$ cat src/hdl/urct_pkg.sv
// Shared types and constants for the ultrasonic ranger with capture trigger.
// No dependencies; imported by every module of the block.
package urct_pkg;

	// counter width for phase, timeout and echo width counters
	localparam int COUNT_BITS = 24;

	// register widths
	localparam int SETTLE_W  = 20;
	localparam int PULSE_W   = 8;
	localparam int TIMEOUT_W = 24;
	localparam int GAP_W     = 20;
	localparam int SCALE_W   = 16;
	localparam int DIST_W    = 14;
	localparam int CFG_W     = 24;
	localparam int IDX_W     = 3;

	// width at which counters are compared with durations
	localparam int CMP_W  = (COUNT_BITS > TIMEOUT_W) ? COUNT_BITS : TIMEOUT_W;
	// raw product of echo width and scale
	localparam int PROD_W = COUNT_BITS + SCALE_W;
	// fraction bits of the scale
	localparam int FRAC_W = 16;

	localparam logic [COUNT_BITS-1:0] CNT_MAX  = {COUNT_BITS{1'b1}};
	localparam logic [DIST_W-1:0]     DIST_MAX = {DIST_W{1'b1}};

	// register indexes
	localparam logic [IDX_W-1:0] REG_SETTLE  = 3'd0;
	localparam logic [IDX_W-1:0] REG_PULSE   = 3'd1;
	localparam logic [IDX_W-1:0] REG_TIMEOUT = 3'd2;
	localparam logic [IDX_W-1:0] REG_GAP     = 3'd3;
	localparam logic [IDX_W-1:0] REG_SCALE   = 3'd4;
	localparam logic [IDX_W-1:0] REG_CAPTURE = 3'd5;

	// configuration as seen by the datapath
	typedef struct packed {
		logic [SETTLE_W-1:0]  settle_us;
		logic [PULSE_W-1:0]   pulse_us;
		logic [TIMEOUT_W-1:0] timeout_us;
		logic [GAP_W-1:0]     gap_us;
		logic [SCALE_W-1:0]   scale;
		logic [DIST_W-1:0]    capture_cm;
	} cfg_t;

	// sequencer result for one item, handed to the output stage
	typedef struct packed {
		logic              trig;
		logic              fin;
		logic              tmo;
		logic [PROD_W-1:0] prod;
	} seq_res_t;

endpackage

$ cat src/hdl/urct_cfg.sv
// Configuration register file of the ultrasonic ranger.
// Depends on urct_pkg for widths, register indexes and cfg_t.
module urct_cfg
	import urct_pkg::*;
(
	input  logic             clk,
	input  logic             arst_n,
	input  logic             cfg_we,
	input  logic [IDX_W-1:0] cfg_index,
	input  logic [CFG_W-1:0] cfg_data,
	output cfg_t             cfg
);

	cfg_t cfg_q;

	// write-only registers, masked to their widths
	always_ff @(posedge clk or negedge arst_n) begin
		if (!arst_n) begin
			cfg_q.settle_us  <= SETTLE_W'(50000);
			cfg_q.pulse_us   <= PULSE_W'(10);
			cfg_q.timeout_us <= TIMEOUT_W'(500000);
			cfg_q.gap_us     <= GAP_W'(500000);
			cfg_q.scale      <= SCALE_W'(1114);
			cfg_q.capture_cm <= DIST_W'(5);
		end else if (cfg_we) begin
			case (cfg_index)
				REG_SETTLE:  cfg_q.settle_us  <= cfg_data[SETTLE_W-1:0];
				REG_PULSE:   cfg_q.pulse_us   <= cfg_data[PULSE_W-1:0];
				REG_TIMEOUT: cfg_q.timeout_us <= cfg_data[TIMEOUT_W-1:0];
				REG_GAP:     cfg_q.gap_us     <= cfg_data[GAP_W-1:0];
				REG_SCALE:   cfg_q.scale      <= cfg_data[SCALE_W-1:0];
				REG_CAPTURE: cfg_q.capture_cm <= cfg_data[DIST_W-1:0];
				default: begin
				end
			endcase
		end
	end

	assign cfg = cfg_q;

endmodule

$ cat src/hdl/urct_seq.sv
// Phase sequencer: gap, settle, trigger pulse, echo wait and echo width timing.
// Registers the per-item result and the width*scale product. Depends on urct_pkg.
module urct_seq
	import urct_pkg::*;
(
	input  logic     clk,
	input  logic     arst_n,
	input  cfg_t     cfg,
	input  logic     in_valid,
	output logic     in_ready,
	input  logic     echo_level,
	input  logic     take_s1,
	output logic     valid_s1,
	output seq_res_t res_s1
);

	localparam logic [2:0] PH_GAP    = 3'd0;
	localparam logic [2:0] PH_SETTLE = 3'd1;
	localparam logic [2:0] PH_PULSE  = 3'd2;
	localparam logic [2:0] PH_WAIT   = 3'd3;
	localparam logic [2:0] PH_WIDTH  = 3'd4;

	logic [2:0]            phase_q, phase_d;
	logic [COUNT_BITS-1:0] phase_cnt_q, phase_cnt_d;
	logic [COUNT_BITS-1:0] since_q, since_d;
	logic [COUNT_BITS-1:0] width_q, width_d;
	logic                  accept;
	logic [COUNT_BITS-1:0] pc_inc, st_inc, w_inc;
	logic [CMP_W-1:0]      dur;
	logic                  ph_end;
	logic                  trig, fin, tmo;

	assign in_ready = !valid_s1 || take_s1;
	assign accept   = in_valid && in_ready;

	// saturating increments
	assign pc_inc = (phase_cnt_q == CNT_MAX) ? CNT_MAX : phase_cnt_q + 1'b1;
	assign st_inc = (since_q == CNT_MAX) ? CNT_MAX : since_q + 1'b1;
	assign w_inc  = (width_q == CNT_MAX) ? CNT_MAX : width_q + 1'b1;

	// duration of the current timed phase
	always_comb begin
		case (phase_q)
			PH_GAP:    dur = CMP_W'(cfg.gap_us);
			PH_SETTLE: dur = CMP_W'(cfg.settle_us);
			default:   dur = CMP_W'(cfg.pulse_us);
		endcase
	end

	assign ph_end = (CMP_W'(pc_inc) >= dur) || (pc_inc == CNT_MAX);

	// next state for one tick
	always_comb begin
		phase_d     = phase_q;
		phase_cnt_d = phase_cnt_q;
		since_d     = since_q;
		width_d     = width_q;
		trig        = 1'b0;
		fin         = 1'b0;
		tmo         = 1'b0;
		case (phase_q)
			PH_GAP, PH_SETTLE, PH_PULSE: begin
				trig        = (phase_q == PH_PULSE);
				phase_cnt_d = ph_end ? '0 : pc_inc;
				if (ph_end) begin
					case (phase_q)
						PH_GAP:    phase_d = PH_SETTLE;
						PH_SETTLE: phase_d = PH_PULSE;
						default: begin
							phase_d = PH_WAIT;
							since_d = '0;
						end
					endcase
				end
			end
			PH_WAIT, PH_WIDTH: begin
				since_d = st_inc;
				if (phase_q == PH_WIDTH && !echo_level) begin
					fin = 1'b1;
				end else if (CMP_W'(st_inc) >= CMP_W'(cfg.timeout_us) ||
						st_inc == CNT_MAX) begin
					fin = 1'b1;
					tmo = 1'b1;
				end else if (phase_q == PH_WAIT) begin
					if (echo_level) begin
						width_d = COUNT_BITS'(1);
						phase_d = PH_WIDTH;
					end
				end else begin
					width_d = w_inc;
				end
				if (fin) begin
					phase_d     = PH_GAP;
					phase_cnt_d = '0;
				end
			end
			default: begin
				phase_d     = PH_GAP;
				phase_cnt_d = '0;
			end
		endcase
	end

	// sequencer state
	always_ff @(posedge clk or negedge arst_n) begin
		if (!arst_n) begin
			phase_q     <= PH_GAP;
			phase_cnt_q <= '0;
			since_q     <= '0;
			width_q     <= '0;
		end else if (accept) begin
			phase_q     <= phase_d;
			phase_cnt_q <= phase_cnt_d;
			since_q     <= since_d;
			width_q     <= width_d;
		end
	end

	// stage 1 valid
	always_ff @(posedge clk or negedge arst_n) begin
		if (!arst_n) begin
			valid_s1 <= 1'b0;
		end else if (in_ready) begin
			valid_s1 <= in_valid;
		end
	end

	// stage 1 payload; product taken from the width before this tick
	always_ff @(posedge clk) begin
		if (accept) begin
			res_s1.trig <= trig;
			res_s1.fin  <= fin;
			res_s1.tmo  <= tmo;
			res_s1.prod <= PROD_W'(width_q) * PROD_W'(cfg.scale);
		end
	end

endmodule

$ cat src/hdl/urct_out.sv
// Output stage: distance scaling and saturation, capture arming, result register.
// Depends on urct_pkg for seq_res_t and widths.
module urct_out
	import urct_pkg::*;
(
	input  logic              clk,
	input  logic              arst_n,
	input  logic [DIST_W-1:0] capture_cm,
	input  logic              valid_s1,
	input  seq_res_t          res_s1,
	output logic              take_s1,
	output logic              out_valid,
	input  logic              out_ready,
	output logic              trig_level,
	output logic              result_valid,
	output logic [DIST_W-1:0] distance_cm,
	output logic              timed_out,
	output logic              capture,
	output logic              armed
);

	logic [COUNT_BITS-1:0] d_raw;
	logic [DIST_W-1:0]     range_cm;
	logic                  close;
	logic                  cap;
	logic                  arm_d;
	logic                  armed_q;
	logic                  valid_s2;

	assign take_s1 = !valid_s2 || out_ready;

	// distance: truncate the fraction, saturate, force all-ones on timeout
	assign d_raw = res_s1.prod[FRAC_W +: COUNT_BITS];
	always_comb begin
		if (res_s1.tmo || d_raw > COUNT_BITS'(DIST_MAX)) begin
			range_cm = DIST_MAX;
		end else begin
			range_cm = d_raw[DIST_W-1:0];
		end
	end

	// capture fires once on a close reading, re-arms on a far one or a timeout
	assign close = !res_s1.tmo && (range_cm <= capture_cm);
	always_comb begin
		cap   = 1'b0;
		arm_d = armed_q;
		if (res_s1.fin) begin
			if (armed_q && close) begin
				cap   = 1'b1;
				arm_d = 1'b0;
			end else if (!armed_q && !close) begin
				arm_d = 1'b1;
			end
		end
	end

	// control registers
	always_ff @(posedge clk or negedge arst_n) begin
		if (!arst_n) begin
			valid_s2 <= 1'b0;
			armed_q  <= 1'b1;
		end else if (take_s1) begin
			valid_s2 <= valid_s1;
			if (valid_s1) begin
				armed_q <= arm_d;
			end
		end
	end

	// result register
	always_ff @(posedge clk) begin
		if (take_s1 && valid_s1) begin
			trig_level   <= res_s1.trig;
			result_valid <= res_s1.fin;
			distance_cm  <= res_s1.fin ? range_cm : '0;
			timed_out    <= res_s1.tmo;
			capture      <= cap;
			armed        <= arm_d;
		end
	end

	assign out_valid = valid_s2;

endmodule

$ cat src/hdl/ultrasonic_ranger_capture_trigger.sv
// Ultrasonic ranger with capture trigger: one item per microsecond tick.
// An accepted item passes the stage 1 register, then the result register, to the output.
// Throughput: one item per cycle while the output does not stall; the sequencer state updates at acceptance.
// Width*scale multiply sits in stage 1, scaling and capture arming in stage 2.
// Reset (arst_n low) restores the register defaults, the gap phase, zeroed
// counters, armed capture and an empty pipeline. Depends on urct_pkg.
module ultrasonic_ranger_capture_trigger
	import urct_pkg::*;
(
	input  logic              clk,
	input  logic              arst_n,
	input  logic              cfg_we,
	input  logic [IDX_W-1:0]  cfg_index,
	input  logic [CFG_W-1:0]  cfg_data,
	input  logic              in_valid,
	output logic              in_ready,
	input  logic              echo_level,
	output logic              out_valid,
	input  logic              out_ready,
	output logic              trig_level,
	output logic              result_valid,
	output logic [DIST_W-1:0] distance_cm,
	output logic              timed_out,
	output logic              capture,
	output logic              armed
);

	cfg_t     cfg;
	logic     valid_s1;
	logic     take_s1;
	seq_res_t res_s1;

	// register file
	urct_cfg u_cfg (
		.clk       (clk),
		.arst_n    (arst_n),
		.cfg_we    (cfg_we),
		.cfg_index (cfg_index),
		.cfg_data  (cfg_data),
		.cfg       (cfg)
	);

	// phase sequencer and product stage
	urct_seq u_seq (
		.clk        (clk),
		.arst_n     (arst_n),
		.cfg        (cfg),
		.in_valid   (in_valid),
		.in_ready   (in_ready),
		.echo_level (echo_level),
		.take_s1    (take_s1),
		.valid_s1   (valid_s1),
		.res_s1     (res_s1)
	);

	// result stage
	urct_out u_out (
		.clk          (clk),
		.arst_n       (arst_n),
		.capture_cm   (cfg.capture_cm),
		.valid_s1     (valid_s1),
		.res_s1       (res_s1),
		.take_s1      (take_s1),
		.out_valid    (out_valid),
		.out_ready    (out_ready),
		.trig_level   (trig_level),
		.result_valid (result_valid),
		.distance_cm  (distance_cm),
		.timed_out    (timed_out),
		.capture      (capture),
		.armed        (armed)
	);

endmodule

$ cat config.mk
export PLATFORM = sky130hd
export DESIGN_NAME = ultrasonic_ranger_capture_trigger
export DESIGN_NICKNAME = d
export VERILOG_FILES = /design/src/hdl/urct_pkg.sv /design/src/hdl/urct_cfg.sv /design/src/hdl/urct_seq.sv /design/src/hdl/urct_out.sv /design/src/hdl/ultrasonic_ranger_capture_trigger.sv
export SDC_FILE = /design/constraint.sdc
export NUM_CORES = 1
export LEC_CHECK = 0
export BUFFER_PORTS_ARGS = -buffer_cell sky130_fd_sc_hd__buf_2
export CAP_MARGIN = 0
export CORE_ASPECT_RATIO = 0.9
export CORE_MARGIN = 5
export CORE_UTILIZATION = 35
export DETAILED_ROUTE_END_ITERATION = 8
export HOLD_SLACK_MARGIN = 0.06
export PLACE_DENSITY = 0.55
export SYNTH_ARGS = -nofsm -noshare
export SYNTH_HDL_FRONTEND = slang
export SYNTH_SLANG_ARGS = --single-unit
export TNS_END_PERCENT = 10
$ cat constraint.sdc
create_clock -name clk -period 10.5 [get_ports clk]
set_input_delay 2.1 -clock clk [delete_from_list [all_inputs] [get_ports clk]]
set_output_delay 2.1 -clock clk [all_outputs]
set_load 0.02 [all_outputs]
==> out/qor.yml <==
portBuffers: 53
hold_viol: 0
synth_simple_gate_area_share_pct: 17.5
wl_microns: 59500
setup_tns_ps: 0
netlist_instances: 2516
hp-class: "flip-flop to flip-flop"
yosys.area_share.adder_pct: 34.4
h-tree-depth: 1
critPathTopFamily: "adder cells"
n_antenna_cell: 0
via_count: 17117
power.total_uw: 3560
viasPerCell: 5.03
start_util_pct: 35.1
io_pins: 54
grt_max_degree: 119
num-fill-cells: 6731
peakVddDrop_v: 0.000124
cts.sinks: 226
synth_xor_area_share_pct: 1.98
finalInstanceArea_sq_mm: 0.0260
multi_input_comb_area_sq_mm: 0.0160
critPathBufInv: 5
cp.required_ps: 10790
drtPass1Iterations: 5
chipHeight_microns: 258
synth_ff_type: "dfrtp_1"
grt_pass1_wl_microns: 98200
syn_nets: 3024
setup_violations: 0
dp_hpwl_microns: 45400
max_slew_margin_pct: 28.6
syn_area_per_cell_sq_um: 9.51
post_drt_wl_per_cell_microns: 17.5
synth_area_sq_mm: 0.0239
p_leak_uw: 0.0125
yosysSeqAreaShare_pct: 24.7
clk_pin_slew_ps: 60
rsz0062_at_grt: "no"
final_common_cell: "inv_1"
drive_gt1_share_pct: 12.2
cts_max_path_buffers: 3
register_area_sq_mm: 0.00592
grt_overflow: 0
crit_type: "flip-flop to flip-flop"
finalCritPeriodShare_pct: 69.3
place.gp.congestion: 0.866
cp_common_cell: "fa_1"
die_w_microns: 286
cts_root_buf: "clkbuf_16"
fin_nets: 3005
ant_nets: 0
slew_violations: 0
synth_top_family_by_area: "adder cells"
critPathSlowestCell: "dfrtp_1"
clock_skew_ps: 21.4
synth-async-reset-ratio_pct: 79.6
cts_tree: "yes"
power_density_mw_per_mm2: 137
dieArea_sq_mm: 0.0737
coreArea_sq_mm: 0.0682
cp_max_fo: 25
yosys_warnings: 0
post-cts-setup-buffers: 0
worst_pin_slew_ps: 1070
cts-resized-gates: 0
crit_chain: "nand2_1, fa_1, inv_1, fa_1, inv_1, fa_1, inv_1, fa_1, fa_1, inv_1, fa_1, inv_1, ha_1, and3_1, o211a_1, a211oi_1, o211ai_1, o21ai_0, o21ai_0, a31oi_1, nor2b_1, o311a_1"
synth_mux_area_share_pct: 6.04
drc: 0
fin_util_pct: 38.1
synth_compound_area_share_pct: 6.97
max-cap-violations: 0
min_period_ps: 7280
critPathLaunchType: "flip-flop"
fmax_ghz: 0.137
worstSetupEndpointType: "flip-flop"
final_cell_mix: "inv_1 (399), nand2_1 (370), fa_1 (305)"
antenna_found_initial: 1
cts_made_buffers: 26
slowest_delay_ps: 970
ys_types: 70
grt_usage_pct: 16.3
critPathArrivalTime_ps: 7560
grt_pass1_vias: 17808
synth_edf_count: 46
clock_latency_ps: 540
syn_to_final_growth_pct: 8.60
drt-initial-drc-count: 906
postCtsHoldBufs: 0
ys_ff_latch: 226
place_area_sq_mm: 0.0251
row_count: 91
status: "finished, final reports clean"
==> path summary, 6_finish.rpt <==
path                             startpoint                 to  slack [ps]  depth (start not counted)
hold / removal             u_seq.res_s1[42]   u_out.trig_level         430                          0
hold reg to reg            u_seq.res_s1[42]   u_out.trig_level         430                          0
setup reg to reg              u_cfg.cfg[16]   u_seq.res_s1[33]        3220                         22
setup / recovery              u_cfg.cfg[16]   u_seq.res_s1[33]        3220                         22
min in group asynchronous            arst_n  u_seq.since_q[14]        1690                          1
max in group asynchronous            arst_n      u_cfg.cfg[22]        7340                          2
==> per-stage QoR <==
step	setup slack, ps	cells	hold WS (ps)
5_1_grt	2810	3400	452
2_1_floorplan	4020	2516	400
3_5_place_dp	3320	3352	409
4_1_cts	3290	3400	423
3_3_place_gp	3380	3352	406
6_report	3220	3400	429
==> where the power goes <==
part | switching, uW | internal [uW]
clock network | 373 | 596
logic | 813 | 546
registers | 182 | 1050
total | 1370 | 2190
==> registers in the layout, indices dropped and copies added, names as in the netlist, 3 cells and up <==
name	count
u_seq.phase_cnt_q	24
u_cfg.cfg	102
u_seq.phase_q	3
u_out.distance_cm	14
u_seq.width_q	24
u_seq.res_s1	27
u_seq.since_q	24
==> layer usage <==
layer,up-vias,GRT usage (%),routed length [microns]
li1,7975,-,-
met1,8752,24.2,28900
met2,324,26.2,27400
met3,66,1.85,2360
met4,0,2.50,866
met5,-,0,0
==> cell usage after synthesis, types with 4 or more instances <==
cell type | instances | area share [%]
a211oi_1 | 8 | 0.25
a21boi_0 | 4 | 0.13
a21o_1 | 30 | 0.94
a21oi_1 | 82 | 1.7
a31oi_1 | 13 | 0.34
a41oi_1 | 6 | 0.22
and2_1 | 191 | 5.0
and3_1 | 20 | 0.52
and4_1 | 7 | 0.26
buf_1 | 5 | 0.078
buf_2 | 7 | 0.15
clkbuf_1 | 116 | 1.8
dfrtp_1 | 150 | 16
dfstp_2 | 30 | 3.3
edfxtp_1 | 46 | 5.8
fa_1 | 305 | 26
ha_1 | 170 | 8.9
inv_1 | 399 | 6.3
mux2_2 | 116 | 5.5
mux2i_1 | 14 | 0.59
nand2_1 | 370 | 5.8
nand2b_1 | 17 | 0.44
nand3_1 | 36 | 0.75
nand4_1 | 30 | 0.78
nor2_1 | 64 | 1.0
nor2b_1 | 21 | 0.55
nor3_1 | 18 | 0.38
nor3b_1 | 10 | 0.31
nor3b_2 | 7 | 0.37
nor4_1 | 5 | 0.13
o211ai_1 | 6 | 0.19
o21a_1 | 8 | 0.25
o21ai_0 | 74 | 1.5
o22a_1 | 5 | 0.18
or2_2 | 17 | 0.44
or3_1 | 6 | 0.16
or4_1 | 4 | 0.13
xnor2_1 | 34 | 1.2
xor2_1 | 20 | 0.73
==> worst reg2reg max path, cell delays in order, from the launching register on <==
cell      delay [ps]
dfrtp_1          970
nand2_1          190
fa_1             550
inv_1             60
fa_1             530
inv_1             50
fa_1             500
inv_1             50
fa_1             490
fa_1             490
inv_1             50
fa_1             480
inv_1             50
ha_1             290
and3_1           190
o211a_1          220
a211oi_1         240
o211ai_1         360
o21ai_0          440
o21ai_0          190
a31oi_1          280
nor2b_1           80
o311a_1          290
==> layout make-up <==
cell class	instances	area share, %
clock buffers	34	2.86
clock inverters	14	0.683
inverters	400	5.78
multi-input cells	1759	61.7
flip-flops and latches	226	22.8
well taps	883	4.25
repair buffers	84	1.95
==> kinds of logic after synthesis <==
logic type,Yosys count
fa+ha+maj,475
simple gates,834
buf+inv,531
flops,226
mux,130
xor+xnor,54
compound gates,266
(Power assumes the default switching activity.)
